==> src/wham_pkg.sv <==
// Package with the types and constants of the windowed history average and maximum block.
package wham_pkg;

  localparam int SAMPLE_W  = 16;
  localparam int COUNT_W   = 7;
  localparam int SUM_W     = 23;
  localparam int DCNT_W    = 5;
  localparam int CFG_IDX_W = 2;

  localparam logic [CFG_IDX_W-1:0] REG_HISTORY_LIMIT = 2'd0;
  localparam logic [CFG_IDX_W-1:0] REG_AVG_WINDOW    = 2'd1;
  localparam logic [CFG_IDX_W-1:0] REG_MAX_WINDOW    = 2'd2;

  localparam logic [COUNT_W-1:0] HISTORY_LIMIT_RESET = 7'd64;
  localparam logic [COUNT_W-1:0] AVG_WINDOW_RESET    = 7'd8;
  localparam logic [COUNT_W-1:0] MAX_WINDOW_RESET    = 7'd8;

  typedef enum logic [2:0] {
    ST_IDLE,
    ST_WRITE,
    ST_SETUP,
    ST_WALK,
    ST_DIV,
    ST_DONE
  } state_t;

  typedef struct packed {
    logic capture;
    logic write;
    logic setup;
    logic walk;
    logic div_init;
    logic div_step;
    logic load_out;
  } cmd_t;

  typedef struct packed {
    logic walk_done;
    logic div_done;
    logic out_free;
  } status_t;

endpackage

==> src/wham_ram.sv <==
// Generic single-write, single-read RAM with registered read data.
module wham_ram #(
  parameter int WIDTH = 16,
  parameter int DEPTH = 64
) (
  input  logic                     clk,
  input  logic                     we,
  input  logic [$clog2(DEPTH)-1:0] waddr,
  input  logic [WIDTH-1:0]         wdata,
  input  logic [$clog2(DEPTH)-1:0] raddr,
  output logic [WIDTH-1:0]         rdata
);

  logic [WIDTH-1:0] mem [DEPTH];

  always_ff @(posedge clk) begin
    if (we) begin
      mem[waddr] <= wdata;
    end
    rdata <= mem[raddr];
  end

endmodule

==> src/wham_ctrl.sv <==
// Controller state machine that sequences write, walk, divide and result load.
module wham_ctrl import wham_pkg::*; (
  input  logic    clk,
  input  logic    rst,
  input  logic    in_valid,
  output logic    in_ready,
  input  status_t status,
  output cmd_t    cmd
);

  state_t state;
  state_t state_next;

  always_ff @(posedge clk) begin
    if (rst) begin
      state <= ST_IDLE;
    end else begin
      state <= state_next;
    end
  end

  always_comb begin
    state_next = state;
    cmd        = '0;
    in_ready   = 1'b0;
    unique case (state)
      ST_IDLE: begin
        in_ready = 1'b1;
        if (in_valid) begin
          cmd.capture = 1'b1;
          state_next  = ST_WRITE;
        end
      end
      ST_WRITE: begin
        cmd.write  = 1'b1;
        state_next = ST_SETUP;
      end
      ST_SETUP: begin
        cmd.setup  = 1'b1;
        state_next = ST_WALK;
      end
      ST_WALK: begin
        if (status.walk_done) begin
          cmd.div_init = 1'b1;
          state_next   = ST_DIV;
        end else begin
          cmd.walk = 1'b1;
        end
      end
      ST_DIV: begin
        if (status.div_done) begin
          state_next = ST_DONE;
        end else begin
          cmd.div_step = 1'b1;
        end
      end
      ST_DONE: begin
        if (status.out_free) begin
          cmd.load_out = 1'b1;
          state_next   = ST_IDLE;
        end
      end
      default: begin
        state_next = ST_IDLE;
      end
    endcase
  end

endmodule

==> src/wham_datapath.sv <==
// Datapath with configuration, history RAM, window walk, serial divider and result register.
module wham_datapath import wham_pkg::*; #(
  parameter int DEPTH = 64
) (
  input  logic                       clk,
  input  logic                       rst,
  input  cmd_t                       cmd,
  output status_t                    status,
  input  logic                       cfg_write_enable,
  input  logic [CFG_IDX_W-1:0]       cfg_index,
  input  logic [COUNT_W-1:0]         cfg_data,
  input  logic signed [SAMPLE_W-1:0] sample_value,
  output logic                       out_valid,
  input  logic                       out_ready,
  output logic signed [SAMPLE_W-1:0] window_average,
  output logic signed [SAMPLE_W-1:0] window_maximum,
  output logic [COUNT_W-1:0]         samples_held
);

  localparam int AW = $clog2(DEPTH);
  localparam int CAP = (DEPTH < 127) ? DEPTH : 127;
  localparam logic [COUNT_W-1:0] CAP_COUNT = COUNT_W'(CAP);
  localparam logic [AW-1:0] LAST_SLOT = AW'(DEPTH - 1);
  localparam logic [DCNT_W-1:0] DIV_STEPS = DCNT_W'(SUM_W);

  logic [COUNT_W-1:0] history_limit;
  logic [COUNT_W-1:0] avg_window;
  logic [COUNT_W-1:0] max_window;

  logic signed [SAMPLE_W-1:0] sample;
  logic [AW-1:0]              newest_slot;
  logic [AW-1:0]              slot_next;
  logic [COUNT_W-1:0]         held_count;
  logic [COUNT_W-1:0]         limit_eff;
  logic [COUNT_W:0]           held_inc;

  logic [COUNT_W-1:0] avg_clamp;
  logic [COUNT_W-1:0] max_clamp;
  logic [COUNT_W-1:0] n_avg;
  logic [COUNT_W-1:0] n_max;
  logic [COUNT_W-1:0] n_walk;

  logic [AW-1:0]              rd_addr;
  logic [SAMPLE_W-1:0]        rd_data;
  logic [COUNT_W-1:0]         issue_count;
  logic                       rd_valid;
  logic [COUNT_W-1:0]         rd_k;
  logic                       issue;
  logic signed [SUM_W-1:0]    sum;
  logic signed [SAMPLE_W-1:0] best;
  logic signed [SAMPLE_W-1:0] rd_sample;

  logic [COUNT_W:0]    rem;
  logic [SUM_W-1:0]    quo;
  logic                neg;
  logic [DCNT_W-1:0]   div_count;
  logic [COUNT_W:0]    trial;
  logic [SAMPLE_W-1:0] mean;

  always_ff @(posedge clk) begin
    if (rst) begin
      history_limit <= HISTORY_LIMIT_RESET;
      avg_window    <= AVG_WINDOW_RESET;
      max_window    <= MAX_WINDOW_RESET;
    end else if (cfg_write_enable) begin
      unique case (cfg_index)
        REG_HISTORY_LIMIT: history_limit <= cfg_data;
        REG_AVG_WINDOW:    avg_window    <= cfg_data;
        REG_MAX_WINDOW:    max_window    <= cfg_data;
        default: begin
        end
      endcase
    end
  end

  always_comb begin
    if (history_limit == '0) begin
      limit_eff = COUNT_W'(1);
    end else if (history_limit > CAP_COUNT) begin
      limit_eff = CAP_COUNT;
    end else begin
      limit_eff = history_limit;
    end
    slot_next = (newest_slot == LAST_SLOT) ? '0 : newest_slot + AW'(1);
    held_inc  = {1'b0, held_count} + (COUNT_W+1)'(1);
    avg_clamp = (avg_window == '0) ? COUNT_W'(1) : avg_window;
    max_clamp = (max_window == '0) ? COUNT_W'(1) : max_window;
  end

  always_ff @(posedge clk) begin
    if (cmd.capture) begin
      sample <= sample_value;
    end
  end

  always_ff @(posedge clk) begin
    if (rst) begin
      newest_slot <= '0;
      held_count  <= '0;
    end else if (cmd.write) begin
      newest_slot <= slot_next;
      held_count  <= (held_inc > {1'b0, limit_eff}) ? limit_eff : held_inc[COUNT_W-1:0];
    end
  end

  wham_ram #(
    .WIDTH (SAMPLE_W),
    .DEPTH (DEPTH)
  ) u_history (
    .clk   (clk),
    .we    (cmd.write),
    .waddr (slot_next),
    .wdata (sample),
    .raddr (rd_addr),
    .rdata (rd_data)
  );

  assign issue     = cmd.walk && (issue_count < n_walk);
  assign rd_sample = rd_data;

  always_ff @(posedge clk) begin
    if (rst) begin
      rd_valid <= 1'b0;
    end else if (cmd.setup) begin
      rd_valid <= 1'b0;
    end else begin
      rd_valid <= issue;
    end
  end

  always_ff @(posedge clk) begin
    if (cmd.setup) begin
      n_avg       <= (avg_clamp > held_count) ? held_count : avg_clamp;
      n_max       <= (max_clamp > held_count) ? held_count : max_clamp;
      n_walk      <= ((avg_clamp > held_count) ? held_count : avg_clamp) >
                     ((max_clamp > held_count) ? held_count : max_clamp) ?
                     ((avg_clamp > held_count) ? held_count : avg_clamp) :
                     ((max_clamp > held_count) ? held_count : max_clamp);
      rd_addr     <= newest_slot;
      issue_count <= '0;
      sum         <= '0;
      best        <= '0;
    end else begin
      if (issue) begin
        rd_addr     <= (rd_addr == '0) ? LAST_SLOT : rd_addr - AW'(1);
        issue_count <= issue_count + COUNT_W'(1);
        rd_k        <= issue_count;
      end
      if (rd_valid) begin
        if (rd_k < n_avg) begin
          sum <= sum + SUM_W'(rd_sample);
        end
        if ((rd_k < n_max) && ((rd_k == '0) || (rd_sample > best))) begin
          best <= rd_sample;
        end
      end
    end
  end

  assign status.walk_done = (issue_count == n_walk) && !rd_valid;

  assign trial = {rem[COUNT_W-1:0], quo[SUM_W-1]};

  always_ff @(posedge clk) begin
    if (cmd.div_init) begin
      rem       <= '0;
      quo       <= sum[SUM_W-1] ? SUM_W'(-sum) : SUM_W'(sum);
      neg       <= sum[SUM_W-1];
      div_count <= '0;
    end else if (cmd.div_step) begin
      div_count <= div_count + DCNT_W'(1);
      if (trial >= {1'b0, n_avg}) begin
        rem <= trial - {1'b0, n_avg};
        quo <= {quo[SUM_W-2:0], 1'b1};
      end else begin
        rem <= trial;
        quo <= {quo[SUM_W-2:0], 1'b0};
      end
    end
  end

  assign status.div_done = (div_count == DIV_STEPS);
  assign mean = neg ? SAMPLE_W'(-quo[SAMPLE_W-1:0]) : quo[SAMPLE_W-1:0];

  always_ff @(posedge clk) begin
    if (rst) begin
      out_valid <= 1'b0;
    end else if (cmd.load_out) begin
      out_valid <= 1'b1;
    end else if (out_ready) begin
      out_valid <= 1'b0;
    end
  end

  always_ff @(posedge clk) begin
    if (cmd.load_out) begin
      window_average <= mean;
      window_maximum <= best;
      samples_held   <= held_count;
    end
  end

  assign status.out_free = !out_valid || out_ready;

endmodule

==> src/windowed_history_average_max_top.sv <==
// Top level of the windowed history average and maximum block.
// Each request pushes one signed 16-bit sample into a circular history of DEPTH
// entries and yields one result: the truncated mean of the newest avg_window
// samples, the largest of the newest max_window samples, and the samples held,
// with both windows clamped to the held count. A result is formed by a walk
// over the newest n entries of the history, where n is the larger clamped
// window, through the single read port of the RAM, one entry a cycle, and by
// the 23-step restoring divider that forms the mean. The block accepts one
// request at a time; a finished result waits in the output register while the
// next request is taken. The history RAM needs no clearing after reset.
module windowed_history_average_max_top import wham_pkg::*; #(
  parameter int DEPTH = 64
) (
  input  logic                       clk,
  input  logic                       rst,
  input  logic                       cfg_write_enable,
  input  logic [CFG_IDX_W-1:0]       cfg_index,
  input  logic [COUNT_W-1:0]         cfg_data,
  input  logic                       in_valid,
  output logic                       in_ready,
  input  logic signed [SAMPLE_W-1:0] sample_value,
  output logic                       out_valid,
  input  logic                       out_ready,
  output logic signed [SAMPLE_W-1:0] window_average,
  output logic signed [SAMPLE_W-1:0] window_maximum,
  output logic [COUNT_W-1:0]         samples_held
);

  cmd_t    cmd;
  status_t status;

  wham_ctrl u_ctrl (
    .clk      (clk),
    .rst      (rst),
    .in_valid (in_valid),
    .in_ready (in_ready),
    .status   (status),
    .cmd      (cmd)
  );

  wham_datapath #(
    .DEPTH (DEPTH)
  ) u_datapath (
    .clk              (clk),
    .rst              (rst),
    .cmd              (cmd),
    .status           (status),
    .cfg_write_enable (cfg_write_enable),
    .cfg_index        (cfg_index),
    .cfg_data         (cfg_data),
    .sample_value     (sample_value),
    .out_valid        (out_valid),
    .out_ready        (out_ready),
    .window_average   (window_average),
    .window_maximum   (window_maximum),
    .samples_held     (samples_held)
  );

endmodule

==> config.mk <==
export PLATFORM = sky130hd
export DESIGN_NAME = windowed_history_average_max_top
export DESIGN_NICKNAME = d
export VERILOG_FILES = /design/src/wham_pkg.sv /design/src/wham_ram.sv /design/src/wham_ctrl.sv /design/src/wham_datapath.sv /design/src/windowed_history_average_max_top.sv
export SDC_FILE = /design/constraint.sdc
export NUM_CORES = 1
export LEC_CHECK = 0
export BUFFER_PORTS_ARGS = -buffer_cell sky130_fd_sc_hd__buf_4
export CAP_MARGIN = 20
export CORE_MARGIN = 2
export CORE_UTILIZATION = 35
export CTS_CLUSTER_DIAMETER = 120
export DETAILED_ROUTE_END_ITERATION = 10
export MAX_ROUTING_LAYER = met4
export PLACE_DENSITY = 0.6
export SLEW_MARGIN = 15
export SYNTH_ARGS = -nofsm -noshare
export SYNTH_HDL_FRONTEND = slang
export SYNTH_SLANG_ARGS = --single-unit
==> constraint.sdc <==
create_clock -name clk -period 3.9 [get_ports clk]
set_input_delay 0.195 -clock clk [delete_from_list [all_inputs] [get_ports clk]]
set_output_delay 0.195 -clock clk [all_outputs]
set_load 0.05 [all_outputs]
==> results of run 1 <==
==> per-stage QoR <==
step,cells,total power (µW)
2_1_floorplan,2791,25400
6_report,5045,41300
4_1_cts,5042,41800
3_5_place_dp,4776,29700
3_3_place_gp,4776,29600
5_1_grt,5044,43300
==> worst min path at each step <==
| stage | endpoint | slack (ns) |
|---|---|---|
| floorplan | u_datapath.sample[0] | 0.29 |
| global placement | u_datapath.sample[9] | 0.37 |
| detailed placement | u_datapath.sample[1] | 0.37 |
| CTS | u_datapath.history_limit[0] | 0.04 |
| global route | u_datapath.history_limit[0] | 0.08 |
| finish | u_datapath.history_limit[0] | 0.10 |
==> cell type report <==
| cell class | count | area [µm²] | share of cell area |
|---|---|---|---|
| diodes | 1 | 2.50 | 0.0000422 |
| clock buffers | 159 | 3470 | 0.0585 |
| clock inverters | 73 | 669 | 0.0113 |
| inverters | 78 | 293 | 0.00494 |
| multi-input cells | 1325 | 14000 | 0.236 |
| flip-flops and latches | 1250 | 36400 | 0.614 |
| well taps | 1917 | 2400 | 0.0405 |
| repair buffers | 242 | 2050 | 0.0346 |
==> per-layer routing <==
layer  track usage  share of wire  routed length, µm  vias to the layer above
li1              -              -                  -                    11700
met1         0.219           0.44              52100                    13700
met2         0.258           0.49              57700                      636
met3        0.0301          0.054               6360                      149
met4        0.0432          0.019               2300                        0
met5             -              0                  0                        -
==> state kept, by name, summed over array words and instances, names as in the netlist, 16 cells and up <==
name                        count
u_datapath.window_maximum      16
u_datapath.best                16
u_datapath.u_history.mem     1024
u_datapath.window_average      16
u_datapath.quo                 23
u_datapath.sum                 23
u_datapath.u_history.rdata     16
u_datapath.sample              16
==> where the power goes <==
part           switching (µW)  internal [µW]
sequential                809          16300
combinational            7000           5220
clock                    5310           6690
==> critical path, delay by kind of cell, from the launching register on <==
| family | cells | cell delay, ns |
|---|---|---|
| AOI/OAI and AO/OA | 9 | 1.39 |
| muxes | 2 | 0.74 |
| adders and majority gates | 2 | 0.46 |
| DFF | 1 | 0.38 |
| buffers and inverters | 2 | 0.22 |
| and+or+nand+nor | 2 | 0.14 |
==> kinds of logic (layout without fill, tap and decap cells) <==
group	count (synthesis)	count (layout)	synth area share
multiplexers	379	379	0.156
other	0	1	0
AND/OR/NAND/NOR	449	449	0.0399
buffers and inverters	216	552	0.0177
AO/OA/AOI/OAI	325	325	0.0390
adder cells (fa/ha/maj)	102	102	0.0252
flip-flops	1250	1250	0.710
XOR/XNOR	70	70	0.0120
==> cell usage after synthesis (7+ instances only) <==
master and n:
nor4_1 7, a21o_1 19, nand2_1 119, clkbuf_1 96, a31oi_1 7, mux4_2 334, nor3_1 18, o22ai_1 8
o31ai_1 12, o211ai_1 38, edfxtp_1 1137, nor2_1 183, buf_1 11, inv_1 74, mux2i_1 36, nor2b_1 14
o21ai_0 37, o21a_1 9, a21oi_1 125, a211o_1 7, dfxtp_1 113, ha_1 100, nand4_1 17, xor2_1 38
nand2b_1 19, nand3b_1 8, mux2_2 8, buf_2 14, a211oi_1 12, o21ai_1 24, buf_4 13, xnor2_1 32
nand3_1 30
==> what timing repair did <==
action                                  in CTS  in global routing
endpoints found under the hold margin       55                  0
resized for setup                            0                 11
hold buffers                                34                  0
endpoints found under the setup margin       0                  6
==> run metrics, run 1 <==
unrepaired setup endpoints after global routing false; CP arrival 4.04 ns; vias in the first global route 26.4k; Layout area overhead 15.7%; reg2reg end u_datapath.n_walk[0]; CP Data Required Time 4.38 ns; Core Region 146000 µm²; Max IR drop VDD 0.426 mV; Mapped Area 51200 µm²; hold depth 5; Pins Over Slew Limit 0; CP Capture Type flip-flop; via count 26.2k; ranking of synthesized cells by area edfxtp_1 (67%), mux4_2 (15%), dfxtp_1 (4.4%), ha_1 (2.4%), nor2_1 (1.3%); post-DR wirelength/cell 23.5 µm; Critical Path Sink u_datapath.n_walk[0]; layout cells sized above 1 0.242; Synth Register Bits 1250; H-tree levels 4; post-synth top area share 0.666; gpl congestion 0.813; max-cap violations 0; worst skew pair latency 0.77 ns; total global-route track usage 0.164; cell taking the most area after synthesis edfxtp_1; Most used DFF post-synth edfxtp_1; Die Height 387 µm; largest net degree at the start of global routing 118; worst hold start cfg_write_enable; CP max FO 6; die width 387 µm; Final period util 0.913; CTS root buffer clkbuf_16; row cnt 140; critical path class reg -> reg; TritonCTS Buffers 134; R2R Setup Slk 0.34 ns; Ports 71; post-CTS setup buffers 0; sequential area share after synthesis 0.710; initial antenna violation count 10; Slew @ Worst Pin 1.18 ns; detailed placement HPWL 72500 µm; Clock Pin Slew Worst Setup and Hold Paths 0.06 ns; CP max-delay cell dfxtp_1; total power density per cell area 697 nW/µm²; most frequent cells in the layout edfxtp_1 (1137), mux4_2 (334), buf_4 (195), nor2_1 (177), clkbuf_16 (134); fin nets 3163; post-place setup slack 0.288 ns; post-synth net total 2923; Post-synth ARST share 0; f_max 0.281 GHz; post-route setup TNS 0 ns; first-pass GRT wire length 177000 µm; placed cell areas 54700 µm²; skew final 0.0412 ns; normalized max-slew margin 0.214; routed wire length 119000 µm; Antenna Nets Post-Route 0; Reg2Reg Depth 17; worst r2r src u_datapath.avg_window[1]; final-report hold violation count 0; clock sink count 1250; Setup violations, final 0; Worst Setup SP u_datapath.avg_window[1]; starting density of the core 0.352; count of flip-flops with a built-in enable after synthesis 1137; P_leak 0.0195 µW; Worst setup SP type flip-flop; count of input and output buffers 70; CP max stage delay 0.38 ns; Gate Count Post-Synth 2791; grt ovf 0; drt first-iter violations 1991; status completed; Finished Cell Area 59300 µm²; Hold Crit Class in -> reg; CP Cell Sequence nor4_1, a21oi_2, ha_1, inv_1, a21o_1, a21oi_1, o21ai_1, o22ai_1, buf_4, mux2_2, ha_1, a21oi_1, nor2b_1, o21ai_0, o21ai_0, o22ai_1, mux2_2; Tmin final 3.56 ns; via/cell ratio 5.19; PnR worst setup slack 0.338 ns; DR DRC count 0; clk buf depth 3; Syn. warnings 0; WHS 0.103 ns; post-synth cell types 66; Syn Area/Cell 18.4 µm²; die footprint 149000 µm²; most common cell after layout, fill and taps aside edfxtp_1; Final Core Density 0.407; # fillers 13.0k; CTS tree built; Pre-antenna DRT Iters 7
Power figures use the tool's default switching activity.
==> run 2: changes to the inputs <==
--- a/config.mk
+++ b/config.mk
@@ -5,6 +5,8 @@
 export SDC_FILE = /design/constraint.sdc
 export NUM_CORES = 1
 export LEC_CHECK = 0
+export ABC_AREA = 1
+export ABC_CLOCK_PERIOD_IN_PS = 3900
 export BUFFER_PORTS_ARGS = -buffer_cell sky130_fd_sc_hd__buf_4
 export CAP_MARGIN = 20
 export CORE_MARGIN = 2
@@ -13,6 +15,7 @@
 export DETAILED_ROUTE_END_ITERATION = 10
 export MAX_ROUTING_LAYER = met4
 export PLACE_DENSITY = 0.6
+export SKIP_LAST_GASP = 1
 export SLEW_MARGIN = 15
 export SYNTH_ARGS = -nofsm -noshare
 export SYNTH_HDL_FRONTEND = slang
==> run 2 against run 1 <==
  * Non-clock buffer count increased by 5
  * Sequential power about the same
  * Sequential share of layout area decreased by 0.75 points
  * Wire length increased by 19%
  * Largest cell class unchanged
==> run metrics, run 2 <==
status completed; clk buf depth 3 (unchanged); Crit path top cell by count nand2_1; Max IR drop VDD 0.535 mV (+26%); max-cap violations 0 (unchanged); Synth top cells by count edfxtp_1 (1137), nor2_1 (722), o21ai_0 (633), nand2_1 (418), inv_1 (220); die footprint 153000 µm² (+2.4%); cell taking the most area after synthesis edfxtp_1; antenna fix cells 0 (-1); CP max stage delay 0.38 ns (about the same); detailed placement HPWL 82200 µm (+13%); Tmin final 3.58 ns (+0.0129 ns); CP Data Required Time 4.40 ns (+0.02 ns); total power density per cell area 713 nW/µm² (+2.4%); skew final 0.0276 ns (-0.0136 ns); gpl congestion 0.860 (+5.7%); post-route setup TNS 0 ns (unchanged); CP Capture Type flip-flop; Setup violations, final 0 (unchanged); total global-route track usage 0.186 (+0.0226); reg2reg end u_datapath.n_walk[4]; f_max 0.280 GHz (-0.36%); CP arrival 4.08 ns (+0.04 ns); Pins Over Slew Limit 0 (unchanged); ranking of synthesized cells by area edfxtp_1 (65%), o21ai_0 (6.0%), nor2_1 (5.2%), dfxtp_1 (4.3%), nand2_1 (3.0%); Final Total Pwr 42800 µW (+3.6%); most common cell after layout, fill and taps aside edfxtp_1; DR DRC count 0 (unchanged); count of flip-flops with a built-in enable after synthesis 1137 (unchanged); initial antenna violation count 0 (-10); CP max FO 6 (unchanged); vias in the first global route 33.1k (+25%); P_leak 0.0205 µW (+5.3%); clock sink count 1250 (unchanged); Final period util 0.917 (+0.00330); worst r2r src u_datapath.max_window[2]; row cnt 142 (+1.4%); Gate Count Post-Synth 4450 (+59%); Syn Area/Cell 11.8 µm² (-36%); post-synth net total 4582 (+57%); routed wire length 141000 µm (+19%); Mapped Area 52500 µm² (+2.4%); via/cell ratio 5.26 (+1.2%); CTS root buffer clkbuf_16; Worst setup SP type flip-flop; most frequent cells in the layout edfxtp_1 (1137), nor2_1 (719), o21ai_0 (630), nand2_1 (416), inv_1 (218); unrepaired setup endpoints after global routing false; drt first-iter violations 3529 (+77%); Synth Register Bits 1250 (unchanged); Most flops, register u_datapath.u_history.mem; post-synth cell types 50 (-24%); Hold Path Sink u_datapath.sample[8]; hold depth 2 (-3); Reg2Reg Depth 20 (+3); count of input and output buffers 70 (unchanged); most common cell in the synthesized netlist edfxtp_1; largest net degree at the start of global routing 237 (+100%); Ports 71 (unchanged); max reg flops 1024 (unchanged); Syn. warnings 0 (unchanged); fin nets 4705 (+49%); first-pass GRT wire length 210000 µm (+19%); normalized max-slew margin 0.239 (+0.0248); post-DR wirelength/cell 21.0 µm (-10%); die width 391 µm (+1.2%); CP max-delay cell nor4_1; worst hold start sample_value[8]; R2R Setup Slk 0.32 ns (about the same); critical path class reg -> reg; Antenna Nets Post-Route 0 (unchanged); Pre-antenna DRT Iters 6 (-1); grt ovf 0 (unchanged); CTS tree built; Post-synth ARST share 0 (unchanged); via count 35.2k (+34%); Core Region 149000 µm² (+2.6%); Hold Crit Class in -> reg; WHS 0.151 ns (+0.0481 ns); placed cell areas 55600 µm² (+1.6%); Finished Cell Area 60000 µm² (+1.2%); final-report hold violation count 0 (unchanged); Layout area overhead 14.4%; H-tree levels 4 (unchanged); Die Height 391 µm (+1.2%); Slew @ Worst Pin 1.14 ns (-0.0373 ns); CP Cell Sequence nor4_1, nand3_1, nand2_1, inv_1, ha_1, o21ai_0, nand2_1, o211ai_1, buf_4, nand2_2, nand2_1, o21ai_0, ha_1, nand4_1, inv_1, nand2_1, o211ai_1, a21boi_1, buf_4, o21ai_0; starting density of the core 0.351 (-0.000820); Clock Pin Slew Worst Setup and Hold Paths 0.06 ns (about the same); layout cells sized above 1 0.0866 (-0.156); worst skew pair latency 0.78 ns (about the same); post-synth top area share 0.651 (-0.0157); top flop regs u_datapath.u_history.mem (1024), u_datapath.quo (23), u_datapath.sum (23); Most used DFF post-synth edfxtp_1; TritonCTS Buffers 130 (-3.0%); sequential area share after synthesis 0.694 (-0.0167)
==> run 2: cell count changes in the layout (fill, tap and decap cells not counted), moves of 147 or more <==
| cell | previous run | this run |
|---|---|---|
| mux4_2 | 334 | 0 |
| nand2_1 | 119 | 416 |
| nand3_1 | 30 | 193 |
| nor2_1 | 177 | 719 |
| o21ai_0 | 35 | 630 |
| o22ai_1 | 8 | 155 |
==> run 2: worst max path at each step <==
stage	cells past startpoint	slack, ns	startpoint	endpoint
finish	20	0.32	u_datapath.max_window[2]	u_datapath.n_walk[4]
global route	20	0.009	u_datapath.max_window[2]	u_datapath.n_walk[5]
CTS	19	0.15	u_datapath.max_window[2]	u_datapath.n_walk[4]
detailed placement	19	0.19	u_datapath.max_window[2]	u_datapath.n_walk[4]
global placement	19	0.15	u_datapath.max_window[2]	u_datapath.n_walk[2]
floorplan	20	0.63	u_datapath.max_window[2]	u_datapath.n_walk[2]
==> run 2: layer usage <==
metal,vias to the layer above,global-route usage,share of wire
li1,16400,-,-
met1,17300,0.252,0.44
met2,1194,0.292,0.47
met3,215,0.0284,0.064
met4,0,0.0522,0.022
met5,-,-,0
==> run 2: cells by family after synthesis <==
| logic type | after synthesis | share of synthesized area |
|---|---|---|
| adder cells (fa/ha/maj) | 102 | 0.0246 |
| AO/OA/AOI/OAI | 1125 | 0.122 |
| XOR/XNOR | 55 | 0.00918 |
| flip-flops | 1250 | 0.694 |
| AND/OR/NAND/NOR | 1431 | 0.112 |
| buffers and inverters | 487 | 0.0385 |
==> run 2: what timing repair did <==
item,CTS,global route
resized for setup,0,7
endpoints found under the hold margin,49,0
hold buffers,42,0
setup buffers,0,1
endpoints found under the setup margin,0,6
==> run 2: final cells by class <==
class | instances | area (µm²)
Clock buffer | 182 | 3610
Clock inverter | 55 | 334
Fill cell | 14100 | 89400
Inverter | 230 | 885
Multi-Input combinational cell | 2714 | 14100
Sequential cell | 1250 | 36400
Tap cell | 2016 | 2520
Timing Repair Buffer | 247 | 2150
==> run 2: critical path, delay by kind of cell (launching register included) <==
kind	cells	cell delay, ns
buffers and inverters	4	0.49
adder cells (fa/ha/maj)	2	0.50
flip-flops	1	0.34
AO/OA/AOI/OAI	6	0.99
AND/OR/NAND/NOR	8	1.01
==> run 2: stage by stage <==
stage	utilization	instances	worst slack [ns]
3_5_place_dp	0.372	6412	0.186
3_3_place_gp	0.372	6412	0.154
4_1_cts	0.401	6691	0.151
6_report	0.402	6694	0.325
5_1_grt	0.402	6694	0.00921
2_1_floorplan	-	4450	0.630
==> run 2: power breakdown <==
group	internal [µW]	total (µW)	switching, µW
combinational	3910	13800	9870
clock	6510	11700	5200
sequential	16500	17300	828
total	26900	42800	15900
